--- config.mk ---
export PLATFORM = sky130hd
export DESIGN_NAME = q2e_cordic_cell
export DESIGN_NICKNAME = d
export VERILOG_FILES = /design/src/rtl/assert_macros.svh /design/src/rtl/q2e_pkg.sv /design/src/rtl/q2e_cordic_cell.sv
export SDC_FILE = /design/constraint.sdc
export NUM_CORES = 1
export LEC_CHECK = 0
export ABC_AREA = 1
export BUFFER_PORTS_ARGS = -buffer_cell sky130_fd_sc_hd__clkbuf_2
export CAP_MARGIN = 30
export CORE_MARGIN = 3
export CORE_UTILIZATION = 51
export DETAILED_ROUTE_END_ITERATION = 16
export HOLD_SLACK_MARGIN = 0.06
export PLACE_DENSITY = 0.73
export SETUP_SLACK_MARGIN = 0.02
export SYNTH_ARGS = -nofsm -noshare
export SYNTH_HDL_FRONTEND = slang
export SYNTH_SLANG_ARGS = --single-unit
--- constraint.sdc ---
create_clock -name clock -period 14.45 [get_ports clock]
set_input_delay 1.445 -clock clock [delete_from_list [all_inputs] [get_ports clock]]
set_output_delay 1.445 -clock clock [all_outputs]
set_load 0.01 [all_outputs]
--- src/rtl/assert_macros.svh ---
// Assertion helpers for the converter
`ifndef ASSERT_MACROS_SVH
`define ASSERT_MACROS_SVH
`ifndef ASSERT_OFF
`define Q2E_ASSERT(lbl, clk, rst, prop, msg) \
   lbl: assert property (@(posedge clk) disable iff (rst) prop) else $error(msg);
`define Q2E_ASSERT_ALWAYS(lbl, clk, prop, msg) \
   lbl: assert property (@(posedge clk) prop) else $error(msg);
`else
`define Q2E_ASSERT(lbl, clk, rst, prop, msg)
`define Q2E_ASSERT_ALWAYS(lbl, clk, prop, msg)
`endif
`endif

--- src/rtl/q2e_pkg.sv ---
package q2e_pkg;

   localparam int ANGLE_FRAC_BITS_DEF = 7;
   localparam int CORDIC_STAGES_DEF   = 16;
   localparam int CW                  = 40;
   localparam int ZW                  = 28;
   localparam int SQRT_CELLS          = 32;

   localparam logic signed [ZW-1:0] DEG90  = ZW'(5898240);
   localparam logic signed [ZW-1:0] DEG180 = ZW'(11796480);
   localparam logic signed [ZW-1:0] DEG360 = ZW'(23592960);

   typedef struct packed {
      logic signed [15:0] quat_x;
      logic signed [15:0] quat_y;
      logic signed [15:0] quat_z;
      logic signed [15:0] quat_w;
   } req_type;

   typedef struct packed {
      logic signed [15:0] roll_angle;
      logic signed [15:0] pitch_angle;
      logic [15:0]        yaw_angle;
      logic               zero_norm;
   } rsp_type;

   typedef struct packed {
      logic              valid;
      logic              zero;
      logic signed [CW-1:0] roll_y;
      logic signed [CW-1:0] roll_x;
      logic signed [CW-1:0] yaw_y;
      logic signed [CW-1:0] yaw_x;
      logic signed [CW-1:0] u;
   } side_type;

   typedef struct packed {
      side_type    side;
      logic [63:0] v;
      logic [63:0] r;
   } sqrt_type;

   typedef struct packed {
      logic                 valid;
      logic                 tag;
      logic                 fix;
      logic signed [CW-1:0] x;
      logic signed [CW-1:0] y;
      logic signed [ZW-1:0] z;
   } cordic_type;

   function automatic logic signed [ZW-1:0] atan_q16(input int i);
      logic signed [ZW-1:0] t;
      case (i)
         0:       t = ZW'(2949120);
         1:       t = ZW'(1740967);
         2:       t = ZW'(919879);
         3:       t = ZW'(466945);
         4:       t = ZW'(234379);
         5:       t = ZW'(117304);
         6:       t = ZW'(58666);
         7:       t = ZW'(29335);
         8:       t = ZW'(14668);
         9:       t = ZW'(7334);
         10:      t = ZW'(3667);
         11:      t = ZW'(1833);
         12:      t = ZW'(917);
         13:      t = ZW'(458);
         14:      t = ZW'(229);
         15:      t = ZW'(115);
         16:      t = ZW'(57);
         17:      t = ZW'(29);
         18:      t = ZW'(14);
         19:      t = ZW'(7);
         20:      t = ZW'(4);
         21:      t = ZW'(2);
         22:      t = ZW'(1);
         default: t = '0;
      endcase
      return t;
   endfunction

   function automatic cordic_type cordic_init(input logic signed [CW-1:0] y,
                                              input logic signed [CW-1:0] x);
      cordic_type c;
      c       = '0;
      c.x     = x;
      c.y     = y;
      if (y == 0) begin
         c.fix = 1'b1;
         c.z   = (x < 0) ? DEG180 : '0;
      end else if (x == 0) begin
         c.fix = 1'b1;
         c.z   = (y > 0) ? DEG90 : -DEG90;
      end else if (x < 0) begin
         c.z = (y >= 0) ? DEG180 : -DEG180;
         c.x = -x;
         c.y = -y;
      end
      return c;
   endfunction

endpackage

--- src/rtl/q2e_cordic_cell.sv ---
module q2e_cordic_cell #(
   parameter int STAGE = 0
) (
   input  logic                clock,
   input  logic                reset,
   input  logic                en,
   input  q2e_pkg::cordic_type d_in,
   output q2e_pkg::cordic_type d_out
);

   localparam logic signed [q2e_pkg::ZW-1:0] T = q2e_pkg::atan_q16(STAGE);

   q2e_pkg::cordic_type q_ff, q_in;
   logic signed [q2e_pkg::CW-1:0] xs, ys;

   always_comb begin
      q_in = d_in;
      xs   = d_in.x >>> STAGE;
      ys   = d_in.y >>> STAGE;
      if (!d_in.fix) begin
         if (d_in.y >= 0) begin
            q_in.x = d_in.x + ys;
            q_in.y = d_in.y - xs;
            q_in.z = d_in.z + T;
         end else begin
            q_in.x = d_in.x - ys;
            q_in.y = d_in.y + xs;
            q_in.z = d_in.z - T;
         end
      end
   end

   always_ff @(posedge clock) begin
      if (reset) begin
         q_ff.valid <= 1'b0;
      end else if (en) begin
         q_ff <= q_in;
      end
   end

   assign d_out = q_ff;

endmodule

[Word-level counts from Yosys, hierarchy flattened]
Index checks and enable logic that the tools add are counted.
W data, S select, Z words.
Word-level totals
  bits in registers: 111
  input port bits: 114
Operators by class
  add/subtract/negate cells: 5
  magnitude comparators: 1
  muxes and demuxes: 2
  bitwise logic cells: 1
  reduce and logical (&&, ||, !) cells: 1
Operators by type and width (number)
  $mux W108: 2
  $sub A40 B40 Y40: 2
  $add A40 B40 Y40: 1
  $ge A40 B1 Y1 const B: 1
  $add A28 B23 Y28 const B: 1
  $sub A28 B23 Y28 const B: 1
  $reduce_and A2 Y1: 1
  $not A1 Y1: 1

[Logic depth before layout (Yosys ltp)]
  word-level depth: 3
  gate-level depth with buffers: 18

[Worst setup path before layout]
Ideal clock, no wire load.
  path type: input -> register
  start: input port en
  end: register q_ff, in the netlist d_out[0] (enable)
  library setup time: 0.583 ns
  arrival time: 6.115 ns
  required time: 13.867 ns
  setup slack: 7.752 ns
  stages on the path: 2
  cell sequence: inv_1 -> nor2_1
Between the ends
  longest elaborated chain between the ends: 1
Ends and longest elaborated chain
  start: declaration: line q2e_cordic_cell.sv:6  | input logic en,
  $reduce_and A2 Y1 (no source line)
  end signal: assignment: line q2e_cordic_cell.sv:37  | q_ff <= q_in;
  end: declaration: line q2e_cordic_cell.sv:13  | q2e_pkg::cordic_type q_ff, q_in;
No other way between the ends.
A chain may end at the register's enable or synchronous reset.

==> impl_metrics.csv <==
group,metric,value,unit
clocking,clk_pin_slew_worst_paths,90,ps
worst_hold_path,hold_path.class,"flip-flop to flip-flop",
synth,synthFlopType,"edfxtp_1",
synth,synth_cell_type_count,53,
clocking,cts-root-buf,"clkbuf_16",
final_layout,syn2layout_area_growth,10.9,%
power,ir_drop,53.9,uV
floorplan,start_util,51.9,%
grt,grt_start_max_net_pins,86,
setup_path,cp.required,14590,ps
synth,synthTopCellsByArea,"edfxtp_1, nand2_1, ha_1",
final_layout,stdcell_area,16000,um^2
synth,syn_area_per_cell,6.04,um^2
floorplan,die-area,30400,um^2
setup_path,critPathCapture,"d_out[70]$_DFFE_PP_",
clocking,post_cts_buffers,0,
setup_path,critPathMaxStageDelay,670,ps
synth,yosys.area.top_type_share,22.8,%
power,p_int,0.000681,W
clocking,cts_tree,"done",
final_layout,largest_reg_flops,111,
timing,rsz0062_at_grt,"false",
synth,netlist_area,14500,um^2
route,routed_wl,60.8,mm
floorplan,die_h,174,um
run,drv_cap,0,
synth,synth.largest_area_cell,"edfxtp_1",
clocking,clk_latency,380,ps
setup_path,crit_cells,8,
setup_path,path_buf_inv,5,
floorplan,io_pins,225,
power,comb_power_share,45.6,%
setup_path,worstPathArrival,4550,ps
setup_path,path_max_fanout,60,
floorplan,core_area,27900,um^2
synth,syn-instance-count,2394,
route,antenna_left,0,
synth,synth_edf_count,110,
setup_path,r2r-start,"d_out[110]$_SDFFE_PP0P_",
timing,hold_viol_final,0,
route,drtPass1Iterations,6,
clocking,cts.sinks,111,
setup_path,startpoint_type,"input pin",
synth,yosysWarningCount,0,
timing,relSlewSlack,32.7,%
grt,grt_pass1_wl,90.0,mm
clocking,cts_hold_buf,0,
clocking,clockBufferDepth,2,
floorplan,die-width,174,um
route,drt_iter0_markers,2283,
clocking,cts_resized,0,
outcome,outcome,"complete, no violations",
clocking,cts-buffers-inserted,9,
final_layout,final_nets,2805,
timing,period_needed,4400,ps
power,powerDensity,77.8,nW/um^2
timing,fmax,0.227,GHz
synth,seq_area_frac_synth,23.0,%
synth,synth_seq_cells,111,
power,p_sw,0.000568,W
synth,synth_most_common_cell,"nand2_1",
final_layout,drive_gt1_share,12.9,%
setup_path,r2r-end,"d_out[110]$_SDFFE_PP0P_",
grt,grt_usage,38.6,%
clocking,htree_levels,3,
timing,tightest_slew,1010,ps
floorplan,num_rows,61,
grt,antenna_found_initial,1,
power,swShare,45.5,%
setup_path,reg2regPathDepth,2,
placed_design,postPlaceCellArea,15700,um^2
timing,skew,0,ps
timing,final.period_utilization,30.5,%
synth,synth_nets,2631,
setup_path,crit_start,"d_in[67]",
route,vias,16800,
route,wl_per_cell,20.6,um
power,clkPwrFrac,22.6,%
setup_path,worstPathCellList,"clkbuf_2 -> buf_4 -> inv_2 -> buf_12 -> nor2_1 -> inv_2 -> a21oi_1 -> a21oi_1",
grt,overflow,0,
setup_path,crit_slowest_cell,"buf_4",
route,drc,0,
grt,grt_pass1_vias,15600,
setup_path,r2r_setup_slack,13880,ps
placed_design,dp_hpwl,49.4,mm
timing,setup_viol,0,
synth,async_reset_ff_share,0,%
timing,totalNegativeSetupSlack,0,ps
power,leakagePower,8.73,nW
setup_path,criticalPathCategory,"input pin to flip-flop",
route,vias_per_cell,5.68,
placed_design,place.gp.congestion,1.03,
timing,slew_viol_final,0,
setup_path,cp_top_family,"buffers and inverters",
setup_path,endpoint_kind,"flip-flop",
final_layout,diodes,0,
power,power.share.sequential,31.9,%
synth,synth_common_cells,"nand2_1, inv_1, nor2_1",
placed_design,portBuffers,224,
metal layers:
metal | part of all wire, % | global-route usage [%] | up-vias
li1 | - | - | 7867
met5 | 0.021 | 0 | -
met3 | 12 | 7.99 | 150
met4 | 4.1 | 14.2 | 2
met1 | 41 | 53.3 | 7681
met2 | 43 | 59.5 | 1066
kinds of logic after synthesis:
kind of cell    synth area share, %
compound gates                 12.1
xor+xnor                       2.66
fa+ha+maj                      10.8
buf+inv                        13.2
flops                          23.0
simple gates                   38.2
through the flow:
| step | hold WS (ps) | util, % | std cells | power [W] | worst slack, ps |
|---|---|---|---|---|---|
| after global routing | 496 | 57.6 | 2951 | 0.00131 | 10070 |
| after floorplan | 477 | - | 2394 | 0.000765 | 7750 |
| final | 475 | 57.6 | 2951 | 0.00125 | 10050 |
| after global placement | 445 | 56.3 | 2933 | 0.000943 | 9750 |
| after detailed placement | 466 | 56.3 | 2933 | 0.000949 | 9660 |
| after CTS | 478 | 57.4 | 2949 | 0.00123 | 10060 |
layout make-up:
class	count	area, um^2
clock buffers	9	225
clock inverters	7	86.3
fillers	2777	11800
inverters	396	1490
multi-input cells	1818	9240
flip-flops and latches	111	3320
well taps	378	473
repair buffers	232	1210
how the worst min path moves through the flow:
stage,start,endpoint,depth (start not counted)
6_report,d_out[110]$_SDFFE_PP0P_,d_out[110]$_SDFFE_PP0P_,2
2_1_floorplan,d_out[110]$_SDFFE_PP0P_,d_out[110]$_SDFFE_PP0P_,2
4_1_cts,d_out[110]$_SDFFE_PP0P_,d_out[110]$_SDFFE_PP0P_,2
5_1_grt,d_out[110]$_SDFFE_PP0P_,d_out[110]$_SDFFE_PP0P_,2
3_3_place_gp,d_out[110]$_SDFFE_PP0P_,d_out[110]$_SDFFE_PP0P_,2
3_5_place_dp,d_out[110]$_SDFFE_PP0P_,d_out[110]$_SDFFE_PP0P_,2
power groups by stage:
stage	sequential, W	clock (W)	combinational [W]
after floorplan	0.000420	0	0.000345
after global placement	0.000404	0	0.000539
after detailed placement	0.000405	0	0.000544
after CTS	0.000398	0.000284	0.000547
after global routing	0.000400	0.000295	0.000616
final	0.000398	0.000282	0.000569
worst register-to-register path: cells and delay by family (launching register included):
family,cells,cell delay (ps)
AO/OA/AOI/OAI,1,110
AND/OR/NAND/NOR,1,60
flip-flops,1,340
cell usage in the layout (no fill, tap or decap), drive strengths merged, types with 2 or more instances in the layout:
cell	count
o21bai	17
fa	3
nand3b	2
edfxtp	110
o211ai	9
a41oi	2
o21a	3
nor3	17
xnor2	3
o21ai	120
clkbuf	233
buf	8
or2	4
inv	398
o22ai	14
xor2	41
a21oi	132
nand3	183
and2	4
nor2	302
and3	3
o221ai	5
a21boi	2
nand4	11
ha	120
a31oi	3
nand2	812
clkinv	5
Power figures use the tool's default switching activity.
