`src/rtl/assert_macros.svh`:
```
// Assertion helpers for the converter
`ifndef ASSERT_MACROS_SVH
`define ASSERT_MACROS_SVH
`ifndef ASSERT_OFF
`define Q2E_ASSERT(lbl, clk, rst, prop, msg) \
   lbl: assert property (@(posedge clk) disable iff (rst) prop) else $error(msg);
`define Q2E_ASSERT_ALWAYS(lbl, clk, prop, msg) \
   lbl: assert property (@(posedge clk) prop) else $error(msg);
`else
`define Q2E_ASSERT(lbl, clk, rst, prop, msg)
`define Q2E_ASSERT_ALWAYS(lbl, clk, prop, msg)
`endif
`endif

```
`src/rtl/q2e_pkg.sv`:
```
package q2e_pkg;

   localparam int ANGLE_FRAC_BITS_DEF = 7;
   localparam int CORDIC_STAGES_DEF   = 16;
   localparam int CW                  = 40;
   localparam int ZW                  = 28;
   localparam int SQRT_CELLS          = 32;

   localparam logic signed [ZW-1:0] DEG90  = ZW'(5898240);
   localparam logic signed [ZW-1:0] DEG180 = ZW'(11796480);
   localparam logic signed [ZW-1:0] DEG360 = ZW'(23592960);

   typedef struct packed {
      logic signed [15:0] quat_x;
      logic signed [15:0] quat_y;
      logic signed [15:0] quat_z;
      logic signed [15:0] quat_w;
   } req_type;

   typedef struct packed {
      logic signed [15:0] roll_angle;
      logic signed [15:0] pitch_angle;
      logic [15:0]        yaw_angle;
      logic               zero_norm;
   } rsp_type;

   typedef struct packed {
      logic              valid;
      logic              zero;
      logic signed [CW-1:0] roll_y;
      logic signed [CW-1:0] roll_x;
      logic signed [CW-1:0] yaw_y;
      logic signed [CW-1:0] yaw_x;
      logic signed [CW-1:0] u;
   } side_type;

   typedef struct packed {
      side_type    side;
      logic [63:0] v;
      logic [63:0] r;
   } sqrt_type;

   typedef struct packed {
      logic                 valid;
      logic                 tag;
      logic                 fix;
      logic signed [CW-1:0] x;
      logic signed [CW-1:0] y;
      logic signed [ZW-1:0] z;
   } cordic_type;

   function automatic logic signed [ZW-1:0] atan_q16(input int i);
      logic signed [ZW-1:0] t;
      case (i)
         0:       t = ZW'(2949120);
         1:       t = ZW'(1740967);
         2:       t = ZW'(919879);
         3:       t = ZW'(466945);
         4:       t = ZW'(234379);
         5:       t = ZW'(117304);
         6:       t = ZW'(58666);
         7:       t = ZW'(29335);
         8:       t = ZW'(14668);
         9:       t = ZW'(7334);
         10:      t = ZW'(3667);
         11:      t = ZW'(1833);
         12:      t = ZW'(917);
         13:      t = ZW'(458);
         14:      t = ZW'(229);
         15:      t = ZW'(115);
         16:      t = ZW'(57);
         17:      t = ZW'(29);
         18:      t = ZW'(14);
         19:      t = ZW'(7);
         20:      t = ZW'(4);
         21:      t = ZW'(2);
         22:      t = ZW'(1);
         default: t = '0;
      endcase
      return t;
   endfunction

   function automatic cordic_type cordic_init(input logic signed [CW-1:0] y,
                                              input logic signed [CW-1:0] x);
      cordic_type c;
      c       = '0;
      c.x     = x;
      c.y     = y;
      if (y == 0) begin
         c.fix = 1'b1;
         c.z   = (x < 0) ? DEG180 : '0;
      end else if (x == 0) begin
         c.fix = 1'b1;
         c.z   = (y > 0) ? DEG90 : -DEG90;
      end else if (x < 0) begin
         c.z = (y >= 0) ? DEG180 : -DEG180;
         c.x = -x;
         c.y = -y;
      end
      return c;
   endfunction

endpackage

```
`src/rtl/q2e_sqrt_cell.sv`:
```
module q2e_sqrt_cell #(
   parameter int IDX = 0
) (
   input  logic              clock,
   input  logic              reset,
   input  logic              en,
   input  q2e_pkg::sqrt_type d_in,
   output q2e_pkg::sqrt_type d_out
);

   localparam logic [63:0] BIT = 64'(1) << (62 - 2 * IDX);

   q2e_pkg::sqrt_type q_ff, q_in;
   logic [63:0]       trial;

   always_comb begin
      q_in  = d_in;
      trial = d_in.r + BIT;
      if (d_in.v >= trial) begin
         q_in.v = d_in.v - trial;
         q_in.r = (d_in.r >> 1) + BIT;
      end else begin
         q_in.r = d_in.r >> 1;
      end
   end

   always_ff @(posedge clock) begin
      if (reset) begin
         q_ff.side.valid <= 1'b0;
      end else if (en) begin
         q_ff <= q_in;
      end
   end

   assign d_out = q_ff;

endmodule

```
`config.mk`:
```
export PLATFORM = sky130hd
export DESIGN_NAME = q2e_sqrt_cell
export DESIGN_NICKNAME = d
export VERILOG_FILES = /design/src/rtl/assert_macros.svh /design/src/rtl/q2e_pkg.sv /design/src/rtl/q2e_sqrt_cell.sv
export SDC_FILE = /design/constraint.sdc
export NUM_CORES = 1
export LEC_CHECK = 0
export ABC_CLOCK_PERIOD_IN_PS = 21000
export BUFFER_PORTS_ARGS = -buffer_cell sky130_fd_sc_hd__buf_2
export CELL_PAD_IN_SITES_DETAIL_PLACEMENT = 1
export CELL_PAD_IN_SITES_GLOBAL_PLACEMENT = 1
export CORE_AREA = 2 2 257 259
export DETAILED_ROUTE_END_ITERATION = 8
export DIE_AREA = 0 0 259 261
export GPL_TIMING_DRIVEN = 0
export PLACE_DENSITY = 0.65
export SYNTH_ARGS = -nofsm -noshare
export SYNTH_HDL_FRONTEND = slang
export SYNTH_SLANG_ARGS = --single-unit
```
`constraint.sdc`:
```
create_clock -name clock -period 21 [get_ports clock]
set_input_delay 1.05 -clock clock [delete_from_list [all_inputs] [get_ports clock]]
set_output_delay 1.05 -clock clock [all_outputs]
set_load 0.02 [all_outputs]
```
==> Word-level counts from Yosys, hierarchy flattened <==
Cells that the tools add are included.
{ "totals": {"word_cells": 18, "out_inout_bits": 330, "in_bits": 333, "register_bits": 330} }
{ "op_classes": {"add_sub_neg": 3, "bitwise_logic": 1, "n_reduce_logical": 1, "n_mux": 2, "magnitude_cmp": 1} }
{ "op_table": {"columns": ["cell", "count"], "rows": [
  ["63-bit by 63-bit adder with 64-bit output, second input constant", 1],
  ["64-bit by 63-bit adder with 64-bit output, second input constant", 1],
  ["64-bit >= comparator", 1],
  ["64-bit 2-to-1 mux", 1],
  ["64-bit subtractor", 1],
  ["63-bit 2-to-1 mux", 1],
  ["2-bit AND reduction", 1],
  ["1-bit NOT", 1]
]} }

==> Depth between registers and ports, before layout <==
{ "logic_depth": {"depth_word": 3, "depth_mapped": 15, "depth_no_buf": 13} }

==> Least setup slack after synthesis <==
OpenSTA, ideal clock, no wires.
{ "synth_path": {"path_type": "input to register", "start": "input port reset", "end": "register q_ff, in the netlist d_out[0] (enable)", "t_required_ns": 19.929, "setup_ns": 1.071, "arrival_ns": 15.584, "setup_slack_ns": 4.344, "stages": 1, "n_path_buf": 0, "cell_sequence": "nor2b_1"} }
{ "synth_via": {"elab_chain_len": 2} }
{ "synth_lines": {"columns": ["element", "line_no", "source"], "rows": [
  ["start, declared", "q2e_sqrt_cell.sv:5", "input logic reset,"],
  ["1-bit NOT (no line)", null, null],
  ["2-bit AND reduction (no line)", null, null],
  ["end signal, assigned", "q2e_sqrt_cell.sv:31", "q_ff <= q_in;"],
  ["end, declared", "q2e_sqrt_cell.sv:13", "q2e_pkg::sqrt_type q_ff, q_in;"]
]} }
Every way passes these cells.
A chain may end at the register's enable or synchronous reset.

==> out/qor.csv <==
metric,value,unit
report.final.hold_viol_count,0,
fmax,0.227,GHz
min_period,4.41,ns
overflow,0,
placement.cell_area,0.0194,mm^2
post-dp-hpwl,53.5,mm
crit_chain,buf_2 -> inv_1 -> ha_1 -> buf_2 -> a21oi_1 -> o21ai_0 -> or3_1 -> nor3_1 -> o211ai_2 -> a31oi_1 -> o21ai_1 -> a21o_1 -> nor4b_1 -> a211oi_1,
die_width,259,um
first_global_vias,12700,
syn2layout_area_growth,39.8,%
cts_max_path_buffers,3,
cts.clk_slew.worst_paths,0.06,ns
remaining_drc_errors,0,
cts_resized,0,
viasPerCell,4.48,
largest_register_ffs,330,
relSlewSlack,0.516,
worstHoldPathType,register to register,
setup.worst_path.end_class,register,
max_stage_delay_cell_worst_path,nor3_1,
number_of_antenna_violations_at_the_first_check_in_global_routing,32,
fp.coreArea,0.0650,mm^2
postSynth.topFlopCell,edfxtp_1,
port_buffers,662,
ant_nets,0,
layout.cells.most_common,buf_2,
critical-path-top-cell-by-count,buf_2,
multi_input_area,0.00449,mm^2
static-leakage-power,8.78,nW
syn_area,0.0148,mm^2
final_nets,2219,
final_core_utilization,0.319,
synthCells,1106,
floorplan.initialDensity,0.228,
met2WireLength,31.1,mm
routabilityCongestion,0.845,
num_vias,12200,
drv_slew,0,
cts_sinks,330,
num_rows,94,
tritoncts,built,
synth_warnings,0,
die_height,261,um
count_of_pins_on_the_block_boundary,663,
cp_max_fo,7,
mostFrequentLayoutCells,"buf_2 (679), edfxtp_1 (329), a21oi_1 (112), nor2_1 (91), inv_1 (78)",
worstSetupStartpointType,input port,
postRouteWirelength,64.3,mm
layout_setup_ws,16.59,ns
grt_first_pass_wirelength,88.9,mm
fillers,7311,
met3RoutedLength,5.77,mm
postSynthNetCount,1504,
cts_htree_levels,2,
detailedRoute.firstIterationViolations,815,
setup_viol,0,
peakVddDrop,0.0000518,V
detailedRoute.firstPassIterationCount,5,
synth_edf_count,329,
synth.ff_latch_count,330,
top_signal_layer_used,met5,
tightestPinTransition,0.722,ns
worstSkewPairLatency,0.54,ns
layout_worst_path_cycle_share,0.210,
synth.yosys.seq_area_share,0.668,
final_layout_size_suffix_gt1_frac,0.412,
drv.max_cap_violation_count,0,
yosysUniqueCellTypes,68,
fin_tns_setup,0,ns
post_cts_buffers,0,
syn_area_per_cell,13.4,um^2
share_of_flip_flops_with_an_asynchronous_set_or_reset_after_synthesis,0,
power_density,89.0,mW/mm^2
tritoncts.num_buffers,41,
clock-skew-final,0,ns
setup_slack_at_placement,16.03,ns
grt_max_degree,40,
cts_hold_repair.buffers,0,
worst-endpoint-arrival,4.70,ns
area.sequential,0.00990,mm^2
routed_wire_length_per_instance,23.6,um
layout.cell_area.non_filler,0.0207,mm^2
grt_setup_unrepaired,false,
cp.required,21.29,ns
status,completed,
worst-setup-path-type,input port to register,
design.die.area,0.0676,mm^2
cpPeakStageDelay,0.54,ns
grt_util_all_layers,0.181,
clockRootBuffer,clkbuf_16,
wl_met1,24.6,mm
==> worst paths after layout <==
| kind | from | endpoint | slack [ns] | depth (start not counted) |
|---|---|---|---|---|
| worst min register to register | d_out[329] | d_out[329] | 0.52 | 2 |
| worst max register to register | d_out[329] | d_out[329] | 20.40 | 2 |
| worst min-delay path | d_out[329] | d_out[329] | 0.52 | 2 |
| worst max-delay path | d_in[16] | d_out[125] | 16.59 | 14 |
==> layout make-up <==
type | instances | area share
Antenna cell | 8 | 0.000966
Tap cell | 864 | 0.0521
Inverter | 78 | 0.0141
Timing Repair Buffer | 672 | 0.169
Multi-Input combinational cell | 664 | 0.217
Clock inverter | 23 | 0.00948
Sequential cell | 330 | 0.478
Clock buffer | 51 | 0.0523
Buffer | 34 | 0.00736
==> report_power, final <==
part           switching [mW]  internal (mW)
sequential             0.0128          0.786
clock                   0.278          0.403
combinational           0.241          0.125
==> cells by family after synthesis <==
kind of cell,count (synthesis),synth area share
DFF,330,0.668
buffers and inverters,112,0.0300
xor gates and xnor gates,59,0.0348
muxes,17,0.0126
AOI/OAI and AO/OA,272,0.116
adders and majority gates,65,0.0554
and+or+nand+nor,251,0.0835
==> stage by stage <==
step / std cells / power (mW) / hold slack (ns)
2_1_floorplan: 1106 / 1.04 / 0.579
3_3_place_gp: 2632 / 1.19 / 0.482
3_5_place_dp: 2642 / 1.18 / 0.511
4_1_cts: 2716 / 1.87 / 0.525
5_1_grt: 2720 / 1.93 / 0.578
6_report: 2724 / 1.85 / 0.517
==> Yosys cell counts (3+ instances only) <==
cell type | n | share of area
a211oi_1 | 6 | 0.0030
a21o_1 | 32 | 0.016
a21oi_1 | 112 | 0.038
a31oi_1 | 7 | 0.0030
and2_1 | 5 | 0.0021
and3_1 | 7 | 0.0030
and4_1 | 3 | 0.0018
buf_1 | 3 | 0.00076
buf_2 | 17 | 0.0057
clkbuf_1 | 13 | 0.0033
edfxtp_1 | 329 | 0.67
ha_1 | 64 | 0.054
inv_1 | 78 | 0.020
mux2_1 | 12 | 0.0091
mux2i_1 | 4 | 0.0027
nand2_1 | 54 | 0.014
nand2b_1 | 14 | 0.0059
nand3_1 | 7 | 0.0024
nand4_1 | 24 | 0.010
nor2_1 | 91 | 0.023
nor2b_1 | 8 | 0.0034
nor3_1 | 13 | 0.0044
nor4_1 | 3 | 0.0013
o211ai_1 | 7 | 0.0035
o21a_1 | 11 | 0.0056
o21ai_0 | 34 | 0.011
o21ai_1 | 10 | 0.0034
o21bai_1 | 12 | 0.0061
o22ai_1 | 3 | 0.0013
o31ai_1 | 5 | 0.0025
o41ai_1 | 3 | 0.0018
or2_2 | 4 | 0.0017
or3_1 | 8 | 0.0034
xnor2_1 | 38 | 0.022
xor2_1 | 21 | 0.012
==> per-layer routing <==
| layer | vias to the layer above | GRT usage |
|---|---|---|
| met5 | - | 0 |
| li1 | 5603 | - |
| met3 | 122 | 0.0673 |
| met1 | 5965 | 0.206 |
| met4 | 30 | 0.0774 |
| met2 | 481 | 0.306 |
==> worst max-delay path: cells and delay by family <==
family,cells,cell delay [ns]
buffers and inverters,3,0.30
adder cells (fa/ha/maj),1,0.28
AND/OR/NAND/NOR,3,1.26
AO/OA/AOI/OAI,7,1.80
No activity file was read; power rests on OpenSTA's default activity.
